`config.mk`:
```
export PLATFORM = sky130hd
export DESIGN_NAME = unsigned_decimal_formatter
export DESIGN_NICKNAME = d
export VERILOG_FILES = /design/src/sv/udf_pkg.sv /design/src/sv/unsigned_decimal_formatter.sv
export SDC_FILE = /design/constraint.sdc
export NUM_CORES = 1
export LEC_CHECK = 0
export BUFFER_PORTS_ARGS = -buffer_cell sky130_fd_sc_hd__buf_2
export CORE_MARGIN = 5
export CORE_UTILIZATION = 30
export CTS_CLUSTER_DIAMETER = 60
export DETAILED_ROUTE_END_ITERATION = 7
export PLACE_DENSITY = 0.54
export SLEW_MARGIN = 30
export SYNTH_ARGS = -nofsm -noshare
export SYNTH_HDL_FRONTEND = slang
export SYNTH_SLANG_ARGS = --single-unit
```
`constraint.sdc`:
```
create_clock -name i_clk -period 7.24 [get_ports i_clk]
set_input_delay 0.724 -clock i_clk [delete_from_list [all_inputs] [get_ports i_clk]]
set_output_delay 0.724 -clock i_clk [all_outputs]
set_load 0.005 [all_outputs]
```
`src/sv/udf_pkg.sv`:
```
// Package with the types and constants of the unsigned decimal formatter.
`default_nettype none
package udf_pkg;

    localparam int unsigned VALUE_W  = 32;
    localparam int unsigned FIELD_W  = 6;
    localparam int unsigned NUM_DIGS = 10;
    localparam int unsigned DIG_W    = 4;
    localparam int unsigned BITCNT_W = 5;
    localparam int unsigned IN_DW    = 48;
    localparam int unsigned CHAR_W   = 8;
    localparam int unsigned OUT_DW   = 40;

    localparam logic [CHAR_W-1:0] ASCII_ZERO  = 8'h30;
    localparam logic [CHAR_W-1:0] ASCII_SPACE = 8'h20;

    typedef enum logic [1:0] {
        ST_IDLE,
        ST_CONV,
        ST_SIZE,
        ST_EMIT
    } t_state;

endpackage
`default_nettype wire

```
`src/sv/unsigned_decimal_formatter.sv`:
```
// Formats a 32-bit unsigned value as padded ASCII decimal text, one character per beat.
// An input beat is loaded, converted by a bit-serial binary to BCD shift loop and then sized
// before the first character; the input is not ready for a new item until the last character
// of the field (1 to MAX_FIELD) is issued, one character per cycle while the output accepts.
// Reset: synchronous, active low; clears the state machine, output valid and the
// running character count.
`default_nettype none
module unsigned_decimal_formatter
    import udf_pkg::*;
#(
    parameter int unsigned MAX_FIELD = 48
) (
    input  wire logic              i_clk,
    input  wire logic              i_rst_n,
    input  wire logic              i_s_axis_tvalid,
    output logic                   o_s_axis_tready,
    // value[31:0], field_width[37:32], precision[43:38], has_precision[44],
    // left_justify[45], zero_pad[46], bit 47 unused
    input  wire logic [IN_DW-1:0]  i_s_axis_tdata,
    output logic                   o_m_axis_tvalid,
    input  wire logic              i_m_axis_tready,
    // char_out[7:0], total_written[39:8]
    output logic [OUT_DW-1:0]      o_m_axis_tdata,
    output logic                   o_m_axis_tlast
);

    localparam int unsigned CW  = $clog2(MAX_FIELD + 1);
    localparam int unsigned CW2 = (CW > FIELD_W) ? CW : FIELD_W;

    t_state r_state, n_state;

    logic [VALUE_W-1:0]  r_bin, n_bin;
    logic [DIG_W-1:0]    r_bcd [NUM_DIGS];
    logic [DIG_W-1:0]    n_bcd [NUM_DIGS];
    logic [BITCNT_W-1:0] r_bit_cnt, n_bit_cnt;
    logic [CW-1:0]       r_width, n_width;
    logic [CW-1:0]       r_prec, n_prec;
    logic                r_left, n_left;
    logic                r_zpad, n_zpad;
    logic [CW-1:0]       r_pad, n_pad;
    logic [CW-1:0]       r_zero, n_zero;
    logic [DIG_W-1:0]    r_dig, n_dig;
    logic [CW-1:0]       r_rem, n_rem;
    logic [VALUE_W-1:0]  r_total, n_total;
    logic                r_out_valid, n_out_valid;
    logic [CHAR_W-1:0]   r_out_char, n_out_char;
    logic                r_out_last, n_out_last;
    logic [VALUE_W-1:0]  r_out_count, n_out_count;

    logic [DIG_W-1:0]    w_adj [NUM_DIGS];
    logic [CW2-1:0]      w_width_ext;
    logic [CW2-1:0]      w_prec_ext;
    logic [DIG_W-1:0]    w_ndig;
    logic [CW-1:0]       w_ndig_ext;
    logic [CW-1:0]       w_body;
    logic [CW-1:0]       w_field;
    logic [DIG_W-1:0]    w_digit;
    logic                w_load;
    logic                w_accept;

    assign o_s_axis_tready = (r_state == ST_IDLE);
    assign w_accept        = i_s_axis_tvalid && o_s_axis_tready;
    assign w_load          = !r_out_valid || i_m_axis_tready;

    assign o_m_axis_tvalid = r_out_valid;
    assign o_m_axis_tdata  = {r_out_count, r_out_char};
    assign o_m_axis_tlast  = r_out_last;

    always_comb begin
        for (int k = 0; k < NUM_DIGS; k++) begin
            w_adj[k] = (r_bcd[k] >= DIG_W'(5)) ? r_bcd[k] + DIG_W'(3) : r_bcd[k];
        end
        w_ndig = DIG_W'(1);
        for (int k = 0; k < NUM_DIGS; k++) begin
            if (r_bcd[k] != '0) begin
                w_ndig = DIG_W'(k + 1);
            end
        end
        w_digit = '0;
        for (int k = 0; k < NUM_DIGS; k++) begin
            if (r_dig == DIG_W'(k + 1)) begin
                w_digit = r_bcd[k];
            end
        end
    end

    assign w_width_ext = CW2'(i_s_axis_tdata[37:32]);
    assign w_prec_ext  = CW2'(i_s_axis_tdata[43:38]);
    assign w_ndig_ext  = CW'(w_ndig);
    assign w_body      = (r_prec > w_ndig_ext) ? r_prec : w_ndig_ext;
    assign w_field     = (r_width > w_body) ? r_width : w_body;

    always_comb begin
        n_state     = r_state;
        n_bin       = r_bin;
        n_bcd       = r_bcd;
        n_bit_cnt   = r_bit_cnt;
        n_width     = r_width;
        n_prec      = r_prec;
        n_left      = r_left;
        n_zpad      = r_zpad;
        n_pad       = r_pad;
        n_zero      = r_zero;
        n_dig       = r_dig;
        n_rem       = r_rem;
        n_total     = r_total;
        n_out_valid = r_out_valid;
        n_out_char  = r_out_char;
        n_out_last  = r_out_last;
        n_out_count = r_out_count;

        if (r_out_valid && i_m_axis_tready) begin
            n_out_valid = 1'b0;
        end

        case (r_state)
            ST_IDLE: begin
                if (w_accept) begin
                    n_bin     = i_s_axis_tdata[31:0];
                    for (int k = 0; k < NUM_DIGS; k++) begin
                        n_bcd[k] = '0;
                    end
                    n_bit_cnt = '0;
                    n_width   = (w_width_ext > CW2'(MAX_FIELD)) ? CW'(MAX_FIELD)
                                                                : CW'(w_width_ext);
                    if (!i_s_axis_tdata[44]) begin
                        n_prec = '0;
                    end else begin
                        n_prec = (w_prec_ext > CW2'(MAX_FIELD)) ? CW'(MAX_FIELD)
                                                                : CW'(w_prec_ext);
                    end
                    n_left    = i_s_axis_tdata[45];
                    n_zpad    = i_s_axis_tdata[46] && !i_s_axis_tdata[45]
                                && !i_s_axis_tdata[44];
                    n_state   = ST_CONV;
                end
            end
            ST_CONV: begin
                n_bcd[0] = {w_adj[0][2:0], r_bin[VALUE_W-1]};
                for (int k = 1; k < NUM_DIGS; k++) begin
                    n_bcd[k] = {w_adj[k][2:0], w_adj[k-1][3]};
                end
                n_bin     = {r_bin[VALUE_W-2:0], 1'b0};
                n_bit_cnt = r_bit_cnt + BITCNT_W'(1);
                if (r_bit_cnt == '1) begin
                    n_state = ST_SIZE;
                end
            end
            ST_SIZE: begin
                n_dig   = w_ndig;
                n_zero  = w_body - w_ndig_ext;
                n_pad   = w_field - w_body;
                n_rem   = w_field;
                n_state = ST_EMIT;
            end
            ST_EMIT: begin
                if (w_load) begin
                    n_out_valid = 1'b1;
                    n_total     = r_total + VALUE_W'(1);
                    n_out_count = r_total + VALUE_W'(1);
                    n_out_last  = (r_rem == CW'(1));
                    n_rem       = r_rem - CW'(1);
                    if (!r_left && (r_pad != '0)) begin
                        n_out_char = r_zpad ? ASCII_ZERO : ASCII_SPACE;
                        n_pad      = r_pad - CW'(1);
                    end else if (r_zero != '0) begin
                        n_out_char = ASCII_ZERO;
                        n_zero     = r_zero - CW'(1);
                    end else if (r_dig != '0) begin
                        n_out_char = ASCII_ZERO + CHAR_W'(w_digit);
                        n_dig      = r_dig - DIG_W'(1);
                    end else begin
                        n_out_char = ASCII_SPACE;
                        n_pad      = r_pad - CW'(1);
                    end
                    if (r_rem == CW'(1)) begin
                        n_state = ST_IDLE;
                    end
                end
            end
            default: begin
                n_state = ST_IDLE;
            end
        endcase
    end

    always_ff @(posedge i_clk) begin
        if (!i_rst_n) begin
            r_state <= ST_IDLE;
        end else begin
            r_state <= n_state;
        end
    end

    always_ff @(posedge i_clk) begin
        if (!i_rst_n) begin
            r_out_valid <= 1'b0;
            r_total     <= '0;
        end else begin
            r_out_valid <= n_out_valid;
            r_total     <= n_total;
        end
    end

    always_ff @(posedge i_clk) begin
        r_bin       <= n_bin;
        r_bcd       <= n_bcd;
        r_bit_cnt   <= n_bit_cnt;
        r_width     <= n_width;
        r_prec      <= n_prec;
        r_left      <= n_left;
        r_zpad      <= n_zpad;
        r_pad       <= n_pad;
        r_zero      <= n_zero;
        r_dig       <= n_dig;
        r_rem       <= n_rem;
        r_out_char  <= n_out_char;
        r_out_last  <= n_out_last;
        r_out_count <= n_out_count;
    end

endmodule
`default_nettype wire

```
After elaboration in Yosys (flattened, before gate mapping)
Cells that the tools add are included.
W data, S select, Z words.

word-level totals
  register bits = 189

cells by class
  add/sub/neg operators = 19
  $lt $le $gt $ge = 14
  reduce and logical (&&, ||, !) cells = 34
  equality and inequality tests = 25
  bitwise logic cells = 1
  mux-type cells = 66

operator list
  cell                     count
  $mux W4                  31
  $pmux W40 S2             1
  $mux W6                  11
  $pmux W32 S2             1
  $ge A4 B3 Y1 const B     10
  $mux W40                 1
  $reduce_bool A4 Y1       10
  $add A4 B2 Y4 const B    9
  $pmux W6 S2              3
  $add A32 B1 Y32 const B  1
  $mux W32                 1
  $mux W7                  3
  $sub A6 B1 Y6 const B    3
  $eq A4 B3 Y1 const B     4
  $ne A2 B2 Y1 const B     7
  $eq A4 B4 Y1 const B     3
  $gt A6 B6 Y1 const B     2
  $reduce_and A4 Y1        3
  $reduce_bool A6 Y1       2
  $mux W2                  5
  $mux W5                  2
  $pmux W5 S2              1
  $eq A4 B2 Y1 const B     2
  $pmux W2 S4              1
  27 further kinds         42

Logic depth before layout (Yosys ltp)
Gate-level depths: netlist of the first run.

  word-level depth = 16
  gate-level depth with buffers = 30

Worst setup path after synthesis of the first run
Ideal clock, no wire load.

  path type = reg2reg
  start = register r_bcd[8] (netlist bit)
  end = register r_pad[5] (data pin)
  path slack = 1.393 ns
  setup time = 0.271 ns
  buffers on the path = 1
  arrival = 5.576 ns
  cell stages (with the launch flop) = 28
  cells stage by stage = edfxtp_1 > inv_1 > ha_1 > nor3b_1 > and3_1 > nand2_1 > nor2_1 > inv_1 > ha_1 > a21o_1 > a2111oi_0 > a21oi_1 > mux2i_1 > mux2i_1 > ha_1 > nor2b_1 > o21a_1 > o21ai_0 > a21oi_1 > clkbuf_1 > o21ai_0 > ha_1 > a21o_1 > a21oi_1 > o21bai_1 > a21oi_1 > xor2_1 > mux2i_1

between the ends
  cells in the longest elaborated chain, start to end = 10

ends and longest elaborated chain
  element                   line                               RTL
  start, declared           unsigned_decimal_formatter.sv:33   logic [DIG_W-1:0] r_bcd [NUM_DIGS];
  start signal, assigned    unsigned_decimal_formatter.sv:207  r_bcd <= n_bcd;
  $reduce_bool A4 Y1 (*)    unsigned_decimal_formatter.sv:75   if (r_bcd[k] != '0) begin
  $mux W4 (*) (3 in a row)  unsigned_decimal_formatter.sv:75
  $gt A6 B4 Y1              unsigned_decimal_formatter.sv:90   assign w_body = (r_prec > w_ndig_ext) ? r_prec : w_ndig_ext;
  $mux W6 (*)               unsigned_decimal_formatter.sv:90
  $gt A6 B6 Y1              unsigned_decimal_formatter.sv:91   assign w_field = (r_width > w_body) ? r_width : w_body;
  $mux W6                   unsigned_decimal_formatter.sv:91
  $sub A6 B6 Y6 (*)         unsigned_decimal_formatter.sv:152  n_pad = w_field - w_body;
  $pmux W6 S2 (*)           unsigned_decimal_formatter.sv:116  case (r_state)
  via n_pad[5]              unsigned_decimal_formatter.sv:40   logic [CW-1:0] r_pad, n_pad;
  end signal, assigned      unsigned_decimal_formatter.sv:213  r_pad <= n_pad;
  end, declared             unsigned_decimal_formatter.sv:40

Mark *: on every way through the listed nets, which the timed path passes. The rest lies on a longest branch.
A chain may end at the register's enable or synchronous reset.

Worst setup path in the final report of the first run
  start = register r_bcd[20] (netlist bit)
  end = register r_pad[5] (data pin)

between the ends
  cells in the longest elaborated chain, start to end = 13

ends and longest elaborated chain
  element                   line
  $reduce_bool A4 Y1 (*)    unsigned_decimal_formatter.sv:75
  $mux W4 (*) (6 in a row)  unsigned_decimal_formatter.sv:75
  $gt A6 B4 Y1              unsigned_decimal_formatter.sv:90
  $mux W6 (*)               unsigned_decimal_formatter.sv:90
  $gt A6 B6 Y1              unsigned_decimal_formatter.sv:91
  $mux W6                   unsigned_decimal_formatter.sv:91
  $sub A6 B6 Y6 (*)         unsigned_decimal_formatter.sv:152
  $pmux W6 S2 (*)           unsigned_decimal_formatter.sv:116
  via n_pad[5]              unsigned_decimal_formatter.sv:40

Marks and branches as above.

==> reports/qor.csv, run 1 <==
stage,metric,value,unit
cts,htreeDepth,4,
timing,skew,0.0178,ns
power,switching_share,35.6,%
layout,nNetsFinal,1149,
worst_hold_path,hold_path.class,input pin to flop,
timing,rsz0062_at_grt,false,
global_routing,grtUsageTotal,11.2,%
synth,async_flop_share,0,%
detailed_routing,ant_nets,0,
global_routing,grt_max_degree,44,
global_routing,grt_pass1_wl,35.0,mm
cts,insertion_delay,0.44,ns
setup_path,worstSetupPathType,flop to flop,
synth,synth_cells,952,
placement,port-buffer-count,90,
power,leakagePower,4.54,nW
setup_path,critPathSlowestCell,mux2i_1,
layout,drive_gt1_share,17.2,%
floorplanning,core,0.0334,sq mm
detailed_routing,dr.pass1.iters,5,
setup_path,worstPathMaxFanout,6,
setup_path,cp-end-kind,flop,
placement,gp_congestion,0.814,
cts,cts_hold_buf,0,
floorplanning,row_count,67,
synth,synth_area_leaders,"edfxtp_1 (45%), dfxtp_1 (6.9%), ha_1 (6.9%)",
power,clkPwrFrac,22.7,%
global_routing,grt.overflow.total,0,
detailed_routing,detail_route.wl_per_cell,14.1,microns
detailed_routing,drt-initial-drc-count,415,
power,p_total,4.61,mW
setup_path,cp_data_arrival_time,6.48,ns
floorplanning,dieArea,0.0376,sq mm
cts,clk_path_buf_depth,2,
setup_path,r2r_cells,28,
layout,n_fill_cell,3361,
floorplanning,io_pins,95,
timing,finalHoldViolCount,0,
worst_hold_path,min_path_cells,1,
global_routing,antenna_found_initial,0,
detailed_routing,dr_total_vias,6940,
floorplanning,initial_core_util,30.3,%
synth,ys_ff_latch,186,
layout,area_growth,16.2,%
power,p_int,2.97,mW
setup_path,max_stage_delay,0.43,ns
floorplanning,die_h,194,microns
flow_run,drv_cap,0,
floorplanning,die_w,194,microns
power,share_comb_of_total_power,36.3,%
detailed_routing,finalWirelength,21.1,mm
setup_path,critical_path.startpoint_type,flop,
layout,finalInstanceArea,0.0118,sq mm
placement,hpwl,15.0,mm
setup_path,required,7.42,ns
global_routing,grt_pass1_vias,6854,
timing,drv_slew,0,
synth,synth_cell_types,56,
synth,yosysTopAreaCellShare,44.7,%
power,vdd_drop_max,183,uV
cts,cts-root-buf,clkbuf_16,
power,seqPwrFrac,41.0,%
timing,setup_viol,0,
synth,yosys.cell_count.top_type,edfxtp_1,
cts,cts_tree,done,
cts,clock_sinks,186,
detailed_routing,drc,0,
power,switchingPower,1.64,mW
timing,period_share,87.0,%
layout,antenna_cells,0,
power,p_per_area,391,mW/mm^2
synth,ys.flop_type,edfxtp_1,
synth,avgSynthCellArea,10.6,sq um
run_status,status,finished clean,
timing,tns,0,ns
setup_path,rrSetupSlack,0.94,ns
cts,path_clk_slew,0.08,ns
placement,placed_cell_area,0.0111,sq mm
cts,cts_resized,0,
detailed_routing,viasPerCell,4.63,
synth,yosysTopAreaCell,edfxtp_1,
timing,fin_crit,6.30,ns
cts,cts_buffers,17,
synth,yosys_warnings,0,
cts,post-cts-setup-buffers,0,
synth,synth_edf_count,151,
timing,max_freq,0.159,GHz
synth,synthTopCellsByCount,"edfxtp_1 (151), nor2_1 (96), nand2_1 (88)",
synth,ys_seq_area_share,51.6,%
synth,synth_area,0.0101,sq mm
timing,max_slew_margin,49.7,%
timing,worst_slew_pin_slew,0.754,ns
-- path summary, 6_finish.rpt --
path,endpoint,startpoint
min,r_width[5]$_SDFFCE_PN1P_,i_s_axis_tdata[37]
min reg2reg,r_total[30]$_SDFFE_PN0P_,r_total[30]$_SDFFE_PN0P_
max,r_pad[5]$_DFFE_PP_,r_bcd[20]$_SDFFCE_PN0P_
max reg2reg,r_pad[5]$_DFFE_PP_,r_bcd[20]$_SDFFCE_PN0P_
-- power by group through the flow --
stage | clock, mW | sequential, mW | combinational, mW
floorplan | 0 | 1.85 | 1.29
CTS | 1.08 | 1.89 | 1.70
global route | 1.12 | 1.93 | 1.91
detailed placement | 0 | 1.91 | 1.69
finish | 1.04 | 1.89 | 1.67
global placement | 0 | 1.90 | 1.64
-- cells in the final DEF (no fill, tap or decap), types with 3 or more instances in the layout --
cell | Yosys | routed
nand3_1 | 20 | 20
nor3_1 | 19 | 19
nand4_1 | 9 | 9
bufinv_16 | 0 | 5
a31oi_1 | 4 | 4
a21oi_1 | 71 | 71
dfxtp_1 | 35 | 35
mux2_2 | 34 | 34
edfxtp_1 | 151 | 151
and2_1 | 16 | 16
ha_1 | 56 | 56
xnor2_1 | 40 | 40
a2111oi_0 | 3 | 3
or3_1 | 13 | 13
o221ai_1 | 4 | 4
o21ai_0 | 45 | 44
conb_1 | 2 | 3
a211oi_1 | 10 | 10
a21o_1 | 6 | 6
buf_2 | 2 | 90
o22ai_1 | 4 | 4
nor2b_1 | 5 | 5
nand2b_1 | 17 | 17
a221o_1 | 3 | 3
clkinv_1 | 3 | 4
buf_4 | 4 | 12
nand2_1 | 88 | 88
and3_1 | 7 | 7
nor3b_1 | 10 | 10
clkbuf_16 | 0 | 17
xor2_1 | 52 | 52
mux2i_1 | 10 | 10
inv_1 | 50 | 49
nor2_1 | 96 | 96
-- cell type report --
class / instances / area (sq um) / area share [%]
Sequential cell: 186 / 5240 / 44.4
Multi-Input combinational cell: 677 / 4560 / 38.8
Timing Repair Buffer: 103 / 568 / 4.82
Tap cell: 448 / 561 / 4.76
Clock buffer: 19 / 433 / 3.68
Clock inverter: 13 / 215 / 1.83
Inverter: 54 / 203 / 1.72
-- flip-flops by register name, indices dropped and copies added, names as in the netlist --
signal / flops
r_width: 6
r_bcd: 40
r_dig: 4
o_m_axis_tlast: 1
r_zpad: 1
r_out_char: 5
o_m_axis_tvalid: 1
r_bin: 32
r_out_count: 32
r_total: 32
r_pad: 6
r_zero: 6
r_rem: 6
r_left: 1
r_state: 2
r_bit_cnt: 5
r_prec: 6
-- metrics by stage --
step | hold WS (ns) | instances | worst slack [ns] | util (%)
finish | 0.482 | 1500 | 0.940 | 35.2
global route | 0.464 | 1500 | 0.467 | 35.2
CTS | 0.459 | 1500 | 0.984 | 35.2
detailed placement | 0.474 | 1468 | 1.01 | 33.3
global placement | 0.470 | 1467 | 1.06 | 33.2
floorplan | 0.457 | 953 | 1.39 | -
-- critical path: cells and delay by family (launching register included) --
kind / cells / cell delay, ns
buffers and inverters: 2 / 0.26
AOI/OAI and AO/OA: 12 / 2.12
adders and majority gates: 4 / 1.10
DFF: 1 / 0.42
and+or+nand+nor: 6 / 1.07
xor gates and xnor gates: 1 / 0.24
muxes: 3 / 0.83
-- cell families after synthesis --
group	after synthesis	share of synthesized area, %
AND/OR/NAND/NOR	314	15.2
flip-flops	186	51.6
AO/OA/AOI/OAI	166	9.54
XOR/XNOR	92	7.95
buffers and inverters	90	3.53
adder cells (fa/ha/maj)	58	7.31
multiplexers	44	4.76
other	2	0.0741
-- per-layer routing --
layer  part of all wire, %  global-route usage (%)
met4                   1.5                    3.49
met1                    49                    15.2
met3                   3.4                    2.47
met5                     0                       0
met2                    46                    18.1
(Power assumes the default switching activity.)
==> run 2, diff against run 1 <==
Settings changed: CTS_CLUSTER_SIZE from default to 28, REMOVE_ABC_BUFFERS from default to 1.
==> reports/qor.csv, run 2 (synthesized netlist as in run 1, its figures left out) <==
stage,metric,value,unit
run_status,status,finished clean,
setup_path,worstPathMaxFanout,11,
detailed_routing,ant_nets,0,
global_routing,grt_pass1_wl,35.3,mm
timing,max_slew_margin,33.4,%
timing,period_share,90.1,%
cts,post-cts-setup-buffers,0,
layout,finalInstanceArea,0.0117,sq mm
cts,cts_resized,0,
detailed_routing,dr.pass1.iters,4,
global_routing,grt_pass1_vias,6862,
floorplanning,dieArea,0.0376,sq mm
timing,max_freq,0.153,GHz
layout,largest_reg_flops,40,
power,p_per_area,385,mW/mm^2
detailed_routing,drc,0,
floorplanning,io_pins,95,
cts,cts_tree,done,
placement,port-buffer-count,90,
cts,htreeDepth,4,
placement,placed_cell_area,0.0111,sq mm
timing,fin_crit,6.52,ns
cts,cts_buffers,17,
cts,cts-root-buf,clkbuf_16,
layout,max_flop_register,r_bcd,
global_routing,antenna_found_initial,1,
setup_path,critical_path.startpoint_type,flop,
floorplanning,row_count,67,
layout,nNetsFinal,1147,
global_routing,grtUsageTotal,11.5,%
timing,finalHoldViolCount,0,
timing,setup_viol,0,
layout,mostFrequentLayoutCell,edfxtp_1,
layout,fin_cells,1498,
layout,area_growth,15.4,%
global_routing,grt_max_degree,45,
floorplanning,die_w,194,microns
global_routing,grt.overflow.total,0,
cts,clock_sinks,186,
timing,tns,0,ns
placement,hpwl,15.1,mm
timing,worst_hold_slack,0.468,ns
worst_hold_path,hold_path.class,input pin to flop,
setup_path,rrSetupSlack,0.72,ns
setup_path,r2r-start,r_bcd[8]$_SDFFCE_PN0P_,
setup_path,cp-end-kind,flop,
detailed_routing,detail_route.wl_per_cell,14.4,microns
setup_path,cp_data_arrival_time,6.71,ns
placement,gp_congestion,0.819,
setup_path,crit_start,r_bcd[8]$_SDFFCE_PN0P_,
placement,post-place-cells,1466,
power,vdd_drop_max,182,uV
detailed_routing,viasPerCell,4.62,
floorplanning,core,0.0334,sq mm
floorplanning,die_h,194,microns
detailed_routing,finalWirelength,21.5,mm
detailed_routing,dr_total_vias,6925,
setup_path,max_stage_delay,0.59,ns
timing,rsz0062_at_grt,false,
worst_hold_path,min_from,i_s_axis_tdata[36],
cts,insertion_delay,0.45,ns
timing,drv_slew,0,
cts,clk_path_buf_depth,2,
power,leakagePower,4.51,nW
detailed_routing,drt-initial-drc-count,332,
layout,drive_gt1_share,17.3,%
setup_path,worstSetupPathType,flop to flop,
layout,final_core_util,35.0,%
timing,skew,0.0135,ns
layout,antenna_cells,0,
cts,cts_hold_buf,0,
timing,worst_slew_pin_slew,0.991,ns
layout,most-common-layout-cells,"edfxtp_1 (151), nor2_1 (96), buf_2 (90), nand2_1 (88), a21oi_1 (71)",
cts,path_clk_slew,0.08,ns
setup_path,critPathSlowestCell,a21oi_1,
floorplanning,initial_core_util,30.3,%
setup_path,required,7.43,ns
flow_run,drv_cap,0,
-- run 2: final cells by class --
class | count | area, sq um
clock buffer | 19 | 453
clock inverter | 13 | 133
fill | 3388 | 21700
inverter | 54 | 203
multi-input combinational | 677 | 4560
sequential | 186 | 5240
tap | 448 | 561
timing repair buffer | 101 | 553
-- run 2: layer usage --
layer	vias to the layer above	wire length (microns)	GRT usage [%]
li1	3521	-	-
met1	3290	10000	14.7
met2	96	10300	19.3
met3	18	863	2.78
met4	0	329	3.62
met5	-	0	0
-- run 2: report_power, final --
| group | internal, mW | leakage, nW | switching, mW | total (mW) |
|---|---|---|---|---|
| clock network | 0.475 | 0.284 | 0.462 | 0.937 |
| logic | 0.703 | 2.45 | 0.982 | 1.69 |
| registers | 1.64 | 1.77 | 0.240 | 1.88 |
| total | 2.82 | 4.51 | 1.68 | 4.51 |
-- run 2: path summary, 6_finish.rpt --
kind / endpoint / depth (start not counted)
max: r_pad[5]$_DFFE_PP_ / 27
min: r_width[4]$_SDFFCE_PN1P_ / 1
max reg2reg: r_pad[5]$_DFFE_PP_ / 27
min reg2reg: r_total[30]$_SDFFE_PN0P_ / 2
-- run 2: critical path, delay by kind of cell, from the launching register on --
family                   cells  cell delay [ns]
AO/OA/AOI/OAI               11             2.50
AND/OR/NAND/NOR              5             1.10
adder cells (fa/ha/maj)      4             1.08
multiplexers                 3             0.58
flip-flops                   1             0.44
buffers and inverters        3             0.42
XOR/XNOR                     1             0.15
-- run 2: per-stage QoR --
stage               total power, mW  setup WS [ns]
global route                   4.89        0.00569
finish                         4.51          0.717
floorplan                      3.13          0.536
global placement               3.55          0.817
detailed placement             3.62          0.698
CTS                            4.58          0.705
==> run 3, diff against run 2 <==
==> constraint.sdc (replaced) <==
create_clock -name i_clk -period 7.24 [get_ports i_clk]
set_input_delay 1.448 -clock i_clk [delete_from_list [all_inputs] [get_ports i_clk]]
set_output_delay 1.448 -clock i_clk [all_outputs]
set_load 0.005 [all_outputs]
==> reports/qor.csv, run 3 (synthesized netlist as in run 1, its figures left out) <==
stage,metric,value,unit
setup_path,critical_path.startpoint_type,flop,
timing,max_freq,0.152,GHz
worst_hold_path,hold_path.class,flop to flop,
layout,mostFrequentLayoutCell,edfxtp_1,
cts,cts_resized,0,
layout,most-common-layout-cells,"edfxtp_1 (151), nor2_1 (96), buf_2 (90), nand2_1 (88), a21oi_1 (71)",
cts,clock_sinks,186,
detailed_routing,detail_route.wl_per_cell,14.2,microns
global_routing,grt_pass1_wl,35.0,mm
global_routing,grtUsageTotal,11.4,%
cts,cts-root-buf,clkbuf_16,
detailed_routing,drc,0,
detailed_routing,ant_nets,0,
timing,period_share,90.7,%
timing,skew,0.0112,ns
timing,max_slew_margin,36.3,%
layout,antenna_cells,0,
layout,nNetsFinal,1147,
setup_path,cp-end-kind,flop,
setup_path,rrSetupSlack,0.68,ns
floorplanning,io_pins,95,
placement,hpwl,14.7,mm
cts,cts_buffers,17,
worst_hold_path,min_path_cells,2,
detailed_routing,viasPerCell,4.61,
run_status,status,finished clean,
detailed_routing,finalWirelength,21.2,mm
floorplanning,die_w,194,microns
setup_path,cp_data_arrival_time,6.75,ns
layout,largest_reg_flops,40,
timing,worst_slew_pin_slew,0.947,ns
setup_path,worstSetupPathType,flop to flop,
placement,gp_congestion,0.817,
power,p_per_area,385,mW/mm^2
global_routing,grt_max_degree,78,
setup_path,endpoint,r_pad[5]$_DFFE_PP_,
detailed_routing,drt-initial-drc-count,352,
timing,finalHoldViolCount,0,
floorplanning,initial_core_util,30.3,%
setup_path,required,7.43,ns
placement,port-buffer-count,90,
global_routing,grt.overflow.total,0,
layout,final_core_util,35.0,%
flow_run,drv_cap,0,
floorplanning,core,0.0334,sq mm
power,vdd_drop_max,171,uV
setup_path,crit_start,r_bcd[8]$_SDFFCE_PN0P_,
layout,area_growth,15.4,%
global_routing,grt_pass1_vias,6921,
cts,cts_tree,done,
setup_path,worstPathMaxFanout,11,
cts,post-cts-setup-buffers,0,
setup_path,r2r_cells,27,
cts,cts_hold_buf,0,
cts,clk_path_buf_depth,2,
cts,insertion_delay,0.44,ns
global_routing,antenna_found_initial,1,
cts,htreeDepth,4,
setup_path,r2r-start,r_bcd[8]$_SDFFCE_PN0P_,
timing,tns,0,ns
timing,setup_viol,0,
layout,drive_gt1_share,17.3,%
detailed_routing,dr.pass1.iters,5,
floorplanning,die_h,194,microns
floorplanning,dieArea,0.0376,sq mm
detailed_routing,dr_total_vias,6910,
layout,max_flop_register,r_bcd,
floorplanning,row_count,67,
setup_path,r2r-end,r_pad[5]$_DFFE_PP_,
timing,drv_slew,0,
cts,path_clk_slew,0.08,ns
power,leakagePower,4.51,nW
timing,fin_crit,6.56,ns
timing,rsz0062_at_grt,false,
-- run 3: cell type report --
class / instances / area [sq um]
clock buffer: 17 / 425
clock inverter: 15 / 178
fill: 3386 / 21700
inverter: 54 / 203
multi-input combinational: 677 / 4560
sequential: 186 / 5240
tap: 448 / 561
timing repair buffer: 101 / 537
-- run 3: critical path, stage by stage (launching register included) --
cell	delay, ns
edfxtp_1	0.45
inv_1	0.15
ha_1	0.17
nor3b_1	0.36
and3_1	0.25
nand2_1	0.12
nor2_1	0.18
inv_1	0.09
ha_1	0.30
a21o_1	0.18
a2111oi_0	0.50
a21oi_1	0.14
mux2i_1	0.38
mux2i_1	0.13
buf_4	0.18
ha_1	0.30
nor2b_1	0.13
o21a_1	0.11
o21ai_0	0.07
a21oi_1	0.57
o21ai_0	0.31
ha_1	0.34
a21o_1	0.17
a21oi_1	0.23
o21bai_1	0.09
a21oi_1	0.17
xor2_1	0.16
mux2i_1	0.08
-- run 3: through the flow --
stage               instances  area, sq um  hold slack (ns)  total power [mW]  setup WS, ns
floorplan                 917         9990            0.457              3.13         0.536
finish                   1498        11700            0.489              4.51         0.676
detailed placement       1466        11100            0.480              3.59         0.762
CTS                      1498        11700            0.492              4.58         0.719
global route             1498        11700            0.540              4.89        0.0481
global placement         1466        11100            0.471              3.55         0.827
-- run 3: per-layer routing --
metal	global-route usage, %	vias to the layer above	share of wire [%]
li1	-	3519	-
met1	14.4	3271	47
met2	19.2	98	48
met3	2.80	22	3.6
met4	4.11	0	1.6
met5	0	-	0
-- run 3: report_power, final --
group          internal, mW  switching [mW]
Combinational         0.691           0.969
Clock                 0.495           0.469
Sequential             1.65           0.238
Total                  2.83            1.68
-- run 3: how the worst min path moves through the flow --
stage	from	to	slack [ns]
floorplan	r_total[30]$_SDFFE_PN0P_	r_total[30]$_SDFFE_PN0P_	0.46
global placement	r_total[30]$_SDFFE_PN0P_	r_total[30]$_SDFFE_PN0P_	0.47
detailed placement	r_total[30]$_SDFFE_PN0P_	r_total[30]$_SDFFE_PN0P_	0.48
CTS	r_total[30]$_SDFFE_PN0P_	r_total[30]$_SDFFE_PN0P_	0.49
global route	r_total[1]$_SDFFE_PN0P_	r_total[1]$_SDFFE_PN0P_	0.54
finish	r_total[30]$_SDFFE_PN0P_	r_total[30]$_SDFFE_PN0P_	0.49
